`src/rtl/core/sfs_pkg.sv`:
```
// shared types and constants of the sprite frame sequencer
`default_nettype none

package sfs_pkg;

    localparam int FRAME_W    = 6;
    localparam int FRAME_SPAN = 64;
    localparam int ELAPSED_W  = 16;
    localparam int DUR_W      = 16;
    localparam int CMD_W      = 2;
    localparam int MODE_W     = 2;
    localparam int REG_IDX_W  = 2;
    localparam int REG_DATA_W = 6;

    localparam logic [CMD_W-1:0] CMD_TICK    = 2'd0;
    localparam logic [CMD_W-1:0] CMD_LOAD    = 2'd1;
    localparam logic [CMD_W-1:0] CMD_RESTART = 2'd2;

    localparam logic [MODE_W-1:0] MODE_FORWARD  = 2'd0;
    localparam logic [MODE_W-1:0] MODE_BACKWARD = 2'd1;
    localparam logic [MODE_W-1:0] MODE_PINGPONG = 2'd2;

    localparam logic [REG_IDX_W-1:0] REG_FIRST_FRAME = 2'd0;
    localparam logic [REG_IDX_W-1:0] REG_LAST_FRAME  = 2'd1;
    localparam logic [REG_IDX_W-1:0] REG_PLAY_MODE   = 2'd2;

    typedef enum logic [1:0] {
        ST_IDLE,
        ST_SUM,
        ST_DIV,
        ST_DONE
    } state_t;

    typedef struct packed {
        logic [CMD_W-1:0]     command;
        logic [ELAPSED_W-1:0] elapsed;
        logic [FRAME_W-1:0]   entry_index;
        logic [DUR_W-1:0]     entry_duration;
    } sfs_in_t;

    typedef struct packed {
        logic [FRAME_W-1:0] frame_now;
        logic               frame_changed;
        logic               going_forward;
    } sfs_out_t;

endpackage

`default_nettype wire

```
`src/rtl/core/sfs_stream_if.sv`:
```
// valid/ready stream interface carrying one payload word
`default_nettype none

interface sfs_stream_if #(
    parameter type payload_t = logic
);
    logic     valid;
    logic     ready;
    payload_t payload;

    modport source (output valid, output payload, input ready);
    modport sink (input valid, input payload, output ready);
endinterface

`default_nettype wire

```
`src/rtl/core/sprite_frame_sequencer.sv`:
```
// sprite animation frame sequencer with per-frame duration table
//
// channels: req (sink) carries command words: tick adds elapsed time, load
// writes one duration entry, restart returns to first_frame going forward.
// rsp (source) returns one word per command: current frame, whether the
// frame moved, and the ping-pong direction flag.
// config: wr_en/wr_index/wr_data write first_frame, last_frame, play_mode;
// write only while no command is in flight.
// load, restart and unknown commands go from accept straight to ST_DONE,
// which loads the rsp output register. a tick passes ST_SUM, and also ST_DIV when
// the timer reaches a nonzero frame duration: the remainder comes from one shared
// subtractor doing a restoring division, one quotient bit per cycle.
// req.ready is low from accept until the result is moved into the rsp
// output register, so one command is worked on at a time.
// a finished word waits in the output register while rsp.ready is low; a
// new command can be accepted meanwhile, and its result waits in its last
// state until the register frees up.
// reset clears timer, frame and config, sets direction forward. the
// duration table is not cleared: every entry must be loaded before use.
`default_nettype none

module sprite_frame_sequencer #(
    parameter int FRAME_COUNT = 64,
    parameter int TIME_BITS   = 16
) (
    input  wire logic                          clk,
    input  wire logic                          rst_n,
    sfs_stream_if.sink                         req,
    sfs_stream_if.source                       rsp,
    input  wire logic                          wr_en,
    input  wire logic [sfs_pkg::REG_IDX_W-1:0]  wr_index,
    input  wire logic [sfs_pkg::REG_DATA_W-1:0] wr_data
);

    localparam int AW = $clog2(FRAME_COUNT);
    // one extra bit so the table depth itself fits in the index compare
    localparam int IW = ((AW > sfs_pkg::FRAME_W) ? AW : sfs_pkg::FRAME_W) + 1;
    localparam int SW = ((TIME_BITS > sfs_pkg::ELAPSED_W) ? TIME_BITS
                                                          : sfs_pkg::ELAPSED_W) + 1;
    localparam int CW = $clog2(TIME_BITS);
    localparam int FW = sfs_pkg::FRAME_W;

    sfs_pkg::state_t state_reg, state_next;

    logic [FW-1:0]             first_reg, last_reg;
    logic [sfs_pkg::MODE_W-1:0] mode_reg;
    logic [TIME_BITS-1:0]      time_reg, time_next;
    logic [FW-1:0]             frame_reg, frame_next;
    logic                      forward_reg, forward_next;
    logic [FW-1:0]             old_frame_reg, old_frame_next;
    logic [sfs_pkg::ELAPSED_W-1:0] elapsed_reg, elapsed_next;
    logic [TIME_BITS-1:0]      div_q_reg, div_q_next;
    logic [TIME_BITS-1:0]      div_r_reg, div_r_next;
    logic [CW-1:0]             cnt_reg, cnt_next;
    logic                      rsp_valid_reg, rsp_valid_next;
    sfs_pkg::sfs_out_t         rsp_data_reg, rsp_data_next;

    logic                      accept;
    logic                      done_load;
    logic [AW-1:0]             frame_addr_tab [sfs_pkg::FRAME_SPAN];
    logic                      ram_we;
    logic [AW-1:0]             ram_waddr;
    logic [TIME_BITS-1:0]      ram_wdata;
    logic [TIME_BITS-1:0]      dur;
    logic                      index_ok;
    logic [SW-1:0]             dur_ext;
    logic [SW-1:0]             sum_wide;
    logic [TIME_BITS-1:0]      sum_sat;
    logic [TIME_BITS:0]        shifted;
    logic [TIME_BITS:0]        diff;
    logic [TIME_BITS-1:0]      rem_step;
    logic                      last_step;
    logic [FW:0]               f_up, f_dn;
    logic [FW:0]               lo, hi;
    logic                      at_zero;
    logic [FW-1:0]             adv_frame;
    logic                      adv_forward;

    // frame number to table address: frame modulo the table depth
    genvar gi;
    generate
        for (gi = 0; gi < sfs_pkg::FRAME_SPAN; gi++)
        begin : g_addr
            assign frame_addr_tab[gi] = AW'(gi % FRAME_COUNT);
        end
    endgenerate

    assign accept    = req.valid && req.ready;
    assign req.ready = (state_reg == sfs_pkg::ST_IDLE);
    assign done_load = (state_reg == sfs_pkg::ST_DONE) && (!rsp_valid_reg || rsp.ready);
    assign rsp.valid = rsp_valid_reg;
    assign rsp.payload = rsp_data_reg;

    assign index_ok  = IW'(req.payload.entry_index) < IW'(FRAME_COUNT);
    assign dur_ext   = SW'(req.payload.entry_duration);
    assign ram_we    = accept && (req.payload.command == sfs_pkg::CMD_LOAD) && index_ok;
    assign ram_waddr = AW'(req.payload.entry_index);
    assign ram_wdata = dur_ext[TIME_BITS-1:0];

    sfs_ram #(
        .WIDTH (TIME_BITS),
        .DEPTH (FRAME_COUNT)
    ) u_dur_ram (
        .clk   (clk),
        .we    (ram_we),
        .waddr (ram_waddr),
        .wdata (ram_wdata),
        .re    (accept),
        .raddr (frame_addr_tab[frame_reg]),
        .rdata (dur)
    );

    // saturating accumulate
    assign sum_wide = SW'(time_reg) + SW'(elapsed_reg);
    assign sum_sat  = (sum_wide > SW'({TIME_BITS{1'b1}})) ? {TIME_BITS{1'b1}}
                                                          : sum_wide[TIME_BITS-1:0];

    // shared subtractor: one restoring division step per cycle
    assign shifted   = {div_r_reg, div_q_reg[TIME_BITS-1]};
    assign diff      = shifted - {1'b0, dur};
    assign rem_step  = diff[TIME_BITS] ? shifted[TIME_BITS-1:0] : diff[TIME_BITS-1:0];
    assign last_step = (cnt_reg == CW'(TIME_BITS - 1));

    // frame step, bounds compared one bit wider so 63+1 stays 64
    assign lo      = {1'b0, first_reg};
    assign hi      = {1'b0, last_reg};
    assign f_up    = {1'b0, frame_reg} + 1'b1;
    assign f_dn    = {1'b0, frame_reg} - 1'b1;
    assign at_zero = (frame_reg == '0);

    always_comb
    begin
        adv_frame   = frame_reg;
        adv_forward = forward_reg;
        case (mode_reg)
            sfs_pkg::MODE_FORWARD:
            begin
                if (f_up > hi || f_up < lo)
                    adv_frame = first_reg;
                else
                    adv_frame = f_up[FW-1:0];
            end
            sfs_pkg::MODE_BACKWARD:
            begin
                // zero minus one is below any lower bound
                if (at_zero || f_dn < lo || f_dn > hi)
                    adv_frame = last_reg;
                else
                    adv_frame = f_dn[FW-1:0];
            end
            sfs_pkg::MODE_PINGPONG:
            begin
                if (forward_reg)
                begin
                    if (f_up > hi)
                    begin
                        adv_frame   = last_reg;
                        adv_forward = 1'b0;
                    end
                    else if (f_up < lo)
                        adv_frame = first_reg;
                    else
                        adv_frame = f_up[FW-1:0];
                end
                else
                begin
                    if (at_zero || f_dn < lo)
                    begin
                        adv_frame   = first_reg;
                        adv_forward = 1'b1;
                    end
                    else if (f_dn > hi)
                        adv_frame = last_reg;
                    else
                        adv_frame = f_dn[FW-1:0];
                end
            end
            default:
            begin
                adv_frame   = frame_reg;
                adv_forward = forward_reg;
            end
        endcase
    end

    // next state
    always_comb
    begin
        state_next = state_reg;
        case (state_reg)
            sfs_pkg::ST_IDLE:
            begin
                if (accept)
                begin
                    if (req.payload.command == sfs_pkg::CMD_TICK)
                        state_next = sfs_pkg::ST_SUM;
                    else
                        state_next = sfs_pkg::ST_DONE;
                end
            end
            sfs_pkg::ST_SUM:
            begin
                if (sum_sat >= dur && dur != '0)
                    state_next = sfs_pkg::ST_DIV;
                else
                    state_next = sfs_pkg::ST_DONE;
            end
            sfs_pkg::ST_DIV:
            begin
                if (last_step)
                    state_next = sfs_pkg::ST_DONE;
            end
            sfs_pkg::ST_DONE:
            begin
                if (done_load)
                    state_next = sfs_pkg::ST_IDLE;
            end
            default:
                state_next = sfs_pkg::ST_IDLE;
        endcase
    end

    // datapath
    always_comb
    begin
        time_next      = time_reg;
        frame_next     = frame_reg;
        forward_next   = forward_reg;
        old_frame_next = old_frame_reg;
        elapsed_next   = elapsed_reg;
        div_q_next     = div_q_reg;
        div_r_next     = div_r_reg;
        cnt_next       = cnt_reg;
        rsp_valid_next = rsp_valid_reg;
        rsp_data_next  = rsp_data_reg;

        if (rsp.ready)
            rsp_valid_next = 1'b0;

        case (state_reg)
            sfs_pkg::ST_IDLE:
            begin
                if (accept)
                begin
                    old_frame_next = frame_reg;
                    elapsed_next   = req.payload.elapsed;
                    if (req.payload.command == sfs_pkg::CMD_RESTART)
                    begin
                        time_next    = '0;
                        frame_next   = first_reg;
                        forward_next = 1'b1;
                    end
                end
            end
            sfs_pkg::ST_SUM:
            begin
                if (sum_sat >= dur)
                begin
                    if (dur == '0)
                    begin
                        time_next    = '0;
                        frame_next   = adv_frame;
                        forward_next = adv_forward;
                    end
                    else
                    begin
                        time_next  = sum_sat;
                        div_q_next = sum_sat;
                        div_r_next = '0;
                        cnt_next   = '0;
                    end
                end
                else
                    time_next = sum_sat;
            end
            sfs_pkg::ST_DIV:
            begin
                div_r_next = rem_step;
                div_q_next = {div_q_reg[TIME_BITS-2:0], 1'b0};
                cnt_next   = cnt_reg + 1'b1;
                if (last_step)
                begin
                    time_next    = rem_step;
                    frame_next   = adv_frame;
                    forward_next = adv_forward;
                end
            end
            sfs_pkg::ST_DONE:
            begin
                if (done_load)
                begin
                    rsp_valid_next              = 1'b1;
                    rsp_data_next.frame_now     = frame_reg;
                    rsp_data_next.frame_changed = (frame_reg != old_frame_reg);
                    rsp_data_next.going_forward = forward_reg;
                end
            end
            default:
            begin
                cnt_next = '0;
            end
        endcase
    end

    always_ff @(posedge clk or negedge rst_n)
    begin
        if (!rst_n)
        begin
            state_reg     <= sfs_pkg::ST_IDLE;
            first_reg     <= '0;
            last_reg      <= '0;
            mode_reg      <= sfs_pkg::MODE_FORWARD;
            time_reg      <= '0;
            frame_reg     <= '0;
            forward_reg   <= 1'b1;
            rsp_valid_reg <= 1'b0;
        end
        else
        begin
            state_reg     <= state_next;
            time_reg      <= time_next;
            frame_reg     <= frame_next;
            forward_reg   <= forward_next;
            rsp_valid_reg <= rsp_valid_next;
            if (wr_en)
            begin
                case (wr_index)
                    sfs_pkg::REG_FIRST_FRAME: first_reg <= wr_data[FW-1:0];
                    sfs_pkg::REG_LAST_FRAME:  last_reg  <= wr_data[FW-1:0];
                    sfs_pkg::REG_PLAY_MODE:   mode_reg  <= wr_data[sfs_pkg::MODE_W-1:0];
                    default:                  ;
                endcase
            end
        end
    end

    always_ff @(posedge clk)
    begin
        old_frame_reg <= old_frame_next;
        elapsed_reg   <= elapsed_next;
        div_q_reg     <= div_q_next;
        div_r_reg     <= div_r_next;
        cnt_reg       <= cnt_next;
        rsp_data_reg  <= rsp_data_next;
    end

endmodule

`default_nettype wire

```
`src/rtl/core/sfs_ram.sv`:
```
// generic single-write, single-read ram with registered read data
`default_nettype none

module sfs_ram #(
    parameter int WIDTH = 16,
    parameter int DEPTH = 64
) (
    input  wire logic                     clk,
    input  wire logic                     we,
    input  wire logic [$clog2(DEPTH)-1:0] waddr,
    input  wire logic [WIDTH-1:0]         wdata,
    input  wire logic                     re,
    input  wire logic [$clog2(DEPTH)-1:0] raddr,
    output      logic [WIDTH-1:0]         rdata
);

    logic [WIDTH-1:0] mem [DEPTH];

    always_ff @(posedge clk)
    begin
        if (we)
        begin
            mem[waddr] <= wdata;
        end
        if (re)
        begin
            rdata <= mem[raddr];
        end
    end

endmodule

`default_nettype wire

```
`src/flat_wrapper.sv`:
```
// flat-port wrapper written by rule: the top's interface ports become plain ports
module sprite_frame_sequencer_flat 
#(
    parameter int FRAME_COUNT = 64,
    parameter int TIME_BITS   = 16
)
  (clk, rst_n, wr_en, wr_index, wr_data, req_valid, req_payload, req_ready, rsp_valid, rsp_payload, rsp_ready);
  sfs_stream_if #(.payload_t(sfs_pkg::sfs_in_t)) req_i ();
  sfs_stream_if #(.payload_t(sfs_pkg::sfs_out_t)) rsp_i ();
  input  wire logic clk;
  input  wire logic rst_n;
  input  wire logic wr_en;
  input  wire logic [sfs_pkg::REG_IDX_W-1:0] wr_index;
  input  wire logic [sfs_pkg::REG_DATA_W-1:0] wr_data;
  input wire logic [$bits(req_i.valid)-1:0] req_valid;
  input wire logic [$bits(req_i.payload)-1:0] req_payload;
  output wire logic [$bits(req_i.ready)-1:0] req_ready;
  output wire logic [$bits(rsp_i.valid)-1:0] rsp_valid;
  output wire logic [$bits(rsp_i.payload)-1:0] rsp_payload;
  input wire logic [$bits(rsp_i.ready)-1:0] rsp_ready;
  assign req_i.valid = req_valid;
  assign req_i.payload = req_payload;
  assign req_ready = req_i.ready;
  assign rsp_valid = rsp_i.valid;
  assign rsp_payload = rsp_i.payload;
  assign rsp_i.ready = rsp_ready;
  sprite_frame_sequencer #(.FRAME_COUNT(FRAME_COUNT), .TIME_BITS(TIME_BITS)) u_core (.clk(clk), .rst_n(rst_n), .req(req_i), .rsp(rsp_i), .wr_en(wr_en), .wr_index(wr_index), .wr_data(wr_data));
endmodule
```
`config.mk`:
```
export PLATFORM = sky130hd
export DESIGN_NAME = sprite_frame_sequencer_flat
export DESIGN_NICKNAME = d
export VERILOG_FILES = /design/src/rtl/core/sfs_pkg.sv /design/src/rtl/core/sfs_stream_if.sv /design/src/rtl/core/sprite_frame_sequencer.sv /design/src/rtl/core/sfs_ram.sv /design/src/flat_wrapper.sv
export SDC_FILE = /design/constraint.sdc
export NUM_CORES = 1
export LEC_CHECK = 0
export BUFFER_PORTS_ARGS = -buffer_cell sky130_fd_sc_hd__buf_2
export CAP_MARGIN = 20
export CELL_PAD_IN_SITES_DETAIL_PLACEMENT = 2
export CELL_PAD_IN_SITES_GLOBAL_PLACEMENT = 2
export CORE_ASPECT_RATIO = 0.9
export CORE_MARGIN = 2
export CORE_UTILIZATION = 40
export DETAILED_ROUTE_END_ITERATION = 16
export PLACE_DENSITY_LB_ADDON = 0.1
export SKIP_LAST_GASP = 1
export SYNTH_ARGS = -nofsm -noshare
export SYNTH_HDL_FRONTEND = slang
export SYNTH_SLANG_ARGS = --single-unit
```
`constraint.sdc`:
```
create_clock -name clk -period 5.2 [get_ports clk]
set_input_delay 0.52 -clock clk [delete_from_list [all_inputs] [get_ports clk]]
set_output_delay 0.52 -clock clk [all_outputs]
set_load 0.01 [all_outputs]
```
==> summary.md <==
| Metric | Value |
|---|---|
| Status | `finished, final reports clean` |
| Mean Syn Cell Area | `just over 20 µm²` |
| Worst-Skew Late Latency | `0.75 ns` |
| Fmax | `approximately 210 MHz` |
| Slowest cell on the critical path | `or4_4` |
| Most common cell in the netlist | `edfxtp_1` |
| Share of cells above drive strength 1 | `0.301` |
| CTS Root Cell | `clkbuf_16` |
| Fillers | `10600` |
| Initial Util | `0.404` |
| Largest Register | `u_core.u_dur_ram.mem` |
| Max Cap Violations | `0` |
| Area of the mapped netlist | `roughly 47000 µm²` |
| Setup tns final | `0 ns` |
| Fin cells | `approximately 4200` |
| Final wirelength | `around 140 mm` |
| Die width | `367 µm` |
| CTS sink count | `1146` |
| VDD IR max | `approximately 0.41 mV` |
| Clock buffer depth | `3` |
| Synth-to-Final Area Change | `14.7%` |
| Worst R2R Path Depth | `18` |
| Post-route cell area | `~54000 µm²` |
| Via density | `between 5 and 6` |
| Top FF cell, synth | `edfxtp_1` |
| DRT iter0 DRCs | `2130` |
| Min Tclk post-route | `4.84 ns` |
| Worst clock skew | `slightly above 0.03 ns` |
| Yosys top cell by area | `edfxtp_1` |
| Fin util | `0.463` |
| GPL Wtd Cong | `0.826` |
| Cells after DPL | `3947` |
| Ys async rst share | `0.0349` |
| Hold Slack | `around 0.087 ns` |
| Reg-to-reg endpoint | `u_core.frame_reg[0]` |
| Top cell type's share of synthesized area | `0.701` |
| Final Cycle Share | `0.931` |
| CP Data Required Time | `5.79 ns` |
| Syn Nets | `2461` |
| Setup crit end kind | `flip-flop` |
| Distinct cells, synth | `a little over 80` |
| Routed len/inst | `32.3 µm` |
| Syn Inst Count | `roughly 2300` |
| Worst path cell trace | `ha_1 > inv_1 > fa_1 > nor2b_1 > o31a_1 > o211ai_1 > and3_4 > o31ai_2 > or4_4 > ha_1 > and4_1 > a31oi_1 > o21ai_0 > a22oi_1 > a22o_2 > or3_4 > o41ai_2 > a31oi_1` |
| R2R setup slack | `0.36 ns` |
| Post-route DRC | `0` |
| WP depth | `18` |
| Worst min-delay path class | `in -> reg` |
| Worst path bufs/invs | `1` |
| EDFF count, synth | `1106` |
| Synth cell count leaders | `edfxtp_1 (1106), mux4_2 (336), nor2_1 (115), ha_1 (80), inv_1 (55)` |
| Die ar. | `121000 µm²` |
| Largest net degree at the start of global routing | `114` |
| Nets | `roughly 2700` |
| Final setup fails | `0` |
| GRT Util Overall | `0.226` |
| Max reg flops | `slightly above 1000` |
| P_leak | `17.7 nW` |
| CP peak stage delay | `0.60 ns` |
| Worst Path Max Fanout | `7` |
| Pwr/cell area | `around 560 nW/µm²` |
| CP Data Arrival Time | `5.43 ns` |
| Placed Area | `~50000 µm²` |
| Clk pin slew, worst setup/hold paths | `about 0.060 ns` |
| Final Hold Viols | `0` |
| Crit path to | `u_core.frame_reg[0]` |
| Sequential area share after synthesis | `0.723` |
| Fin. max-slew vios | `0` |
| Crit path kind | `reg -> reg` |
| CP top delay family | `compound AO/OA/AOI/OAI gates` |
| Core area | `117000 µm²` |
| CTS tree | `built` |
| Top cells by area, synth | `edfxtp_1 (70%), mux4_2 (16%), ha_1 (2.1%)` |
| TritonRoute pass-1 iters | `5` |
| Routed vias | `24100` |
| Worst reg2reg startpoint | `u_core.elapsed_reg[0]` |
| Worst setup SP type | `flip-flop` |
| Overflow after GRT | `0` |
| Slew headroom | `0.260` |
| First-pass GRT wire length | `195 mm` |
| Antenna viol nets, final | `0` |
| Synth warn | `0` |
| I/O Pins | `63` |
| Actual slew at the worst max-slew pin | `1.10 ns` |
| Vias in the first global route | `around 26000` |
| FF+latch count, synth | `1146` |
| Die height | `330 µm` |
| H-tree levels | `3` |
| Antenna violations before repair | `15` |
| Buffers added on ports | `62` |
| Dpl hpwl | `81.2 mm` |
| TritonCTS buffer count | `approximately 120` |
| Origin of the worst setup path | `u_core.elapsed_reg[0]` |
| Rows | `119` |
| RSZ-0062 raised after global routing | `true` |
==> cell families after synthesis <==
kind of cell	Yosys count	share of synthesized area
flip-flops	1146	0.723
XOR/XNOR	32	0.00592
AO/OA/AOI/OAI	220	0.0323
multiplexers	388	0.172
adder cells (fa/ha/maj)	82	0.0220
AND/OR/NAND/NOR	297	0.0310
buffers and inverters	161	0.0146
==> power breakdown <==
part / switching, mW / total [mW] / internal (mW)
logic: 6.25 / 10.9 / 4.68
clock network: 3.70 / 8.51 / 4.82
registers: 0.342 / 11.1 / 10.7
==> final cells by class <==
type,count,area (µm²),share of cell area
sequential,1146,34200,0.630
tap,1573,1970,0.0363
multi-input combinational,1020,12700,0.233
inverter,57,214,0.00394
timing repair buffer,177,1350,0.0249
antenna,3,7.51,0.000138
clock inverter,81,739,0.0136
clock buffer,144,3110,0.0574
==> how the worst min path moves through the flow <==
stage / from / endpoint / slack (ns) / cells after the start
3_3_place_gp: u_core.time_reg[2] / u_core.time_reg[2] / 0.49 / 2
5_1_grt: wr_data[5] / u_core.first_reg[5] / 0.09 / 3
3_5_place_dp: u_core.time_reg[2] / u_core.time_reg[2] / 0.50 / 2
4_1_cts: rsp_ready / u_core.rsp.valid / 0.03 / 4
2_1_floorplan: rst_n / u_core.first_reg[0] / 0.22 / 0
6_report: rsp_ready / u_core.rsp.valid / 0.09 / 4
==> worst reg2reg max path, stage by stage, from the launching register on <==
cell,delay [ns]
edfxtp_1,0.37
ha_1,0.23
inv_1,0.09
fa_1,0.19
nor2b_1,0.08
o31a_1,0.31
o211ai_1,0.28
and3_4,0.31
o31ai_2,0.11
or4_4,0.60
ha_1,0.32
and4_1,0.23
a31oi_1,0.10
o21ai_0,0.09
a22oi_1,0.14
a22o_2,0.35
or3_4,0.46
o41ai_2,0.36
a31oi_1,0.08
==> layer usage <==
layer	vias up	routed length, µm	global-route usage
li1	10100	-	-
met5	-	13	0
met2	558	67000	0.377
met4	2	2750	0.0509
met3	174	5590	0.0293
met1	13300	60200	0.318
==> through the flow <==
step	total power, mW	worst slack, ns
6_report	30.5	0.357
3_5_place_dp	22.2	-0.277
3_3_place_gp	21.9	-0.0560
2_1_floorplan	18.5	0.811
4_1_cts	30.8	0.102
5_1_grt	31.9	-0.00696
==> layout by cell type, fill, tap and decap left out, drive strengths merged, types with 8 or more instances in the layout <==
cell,netlist,final
and2,9,9
xor2,13,13
o21ai,43,43
dlygate4sd3,0,17
and3,8,8
mux4,336,336
ha,80,80
bufinv,0,11
a31oi,12,12
nand3,27,27
clkinv,1,55
a21o,24,24
a211oi,12,12
buf,52,160
a21oi,45,45
nor4,14,14
nand2b,11,11
nor2,115,115
clkbuf,52,144
nand2,49,49
nor2b,12,12
xnor2,19,19
nor3,15,15
edfxtp,1106,1106
inv,56,63
clkinvlp,0,9
mux2i,25,25
dfrtp,39,39
mux2,27,27
==> repair_timing <==
| item | CTS | global route |
|---|---|---|
| gates cloned | 0 | 1 |
| buffers inserted | 0 | 1 |
| hold endpoints to repair | 55 | 0 |
| endpoints found under the setup margin | 9 | 59 |
| pin swaps | 0 | 2 |
| hold buffers | 17 | 0 |
| gates resized for setup | 2 | 6 |
Power figures use the tool's default switching activity.
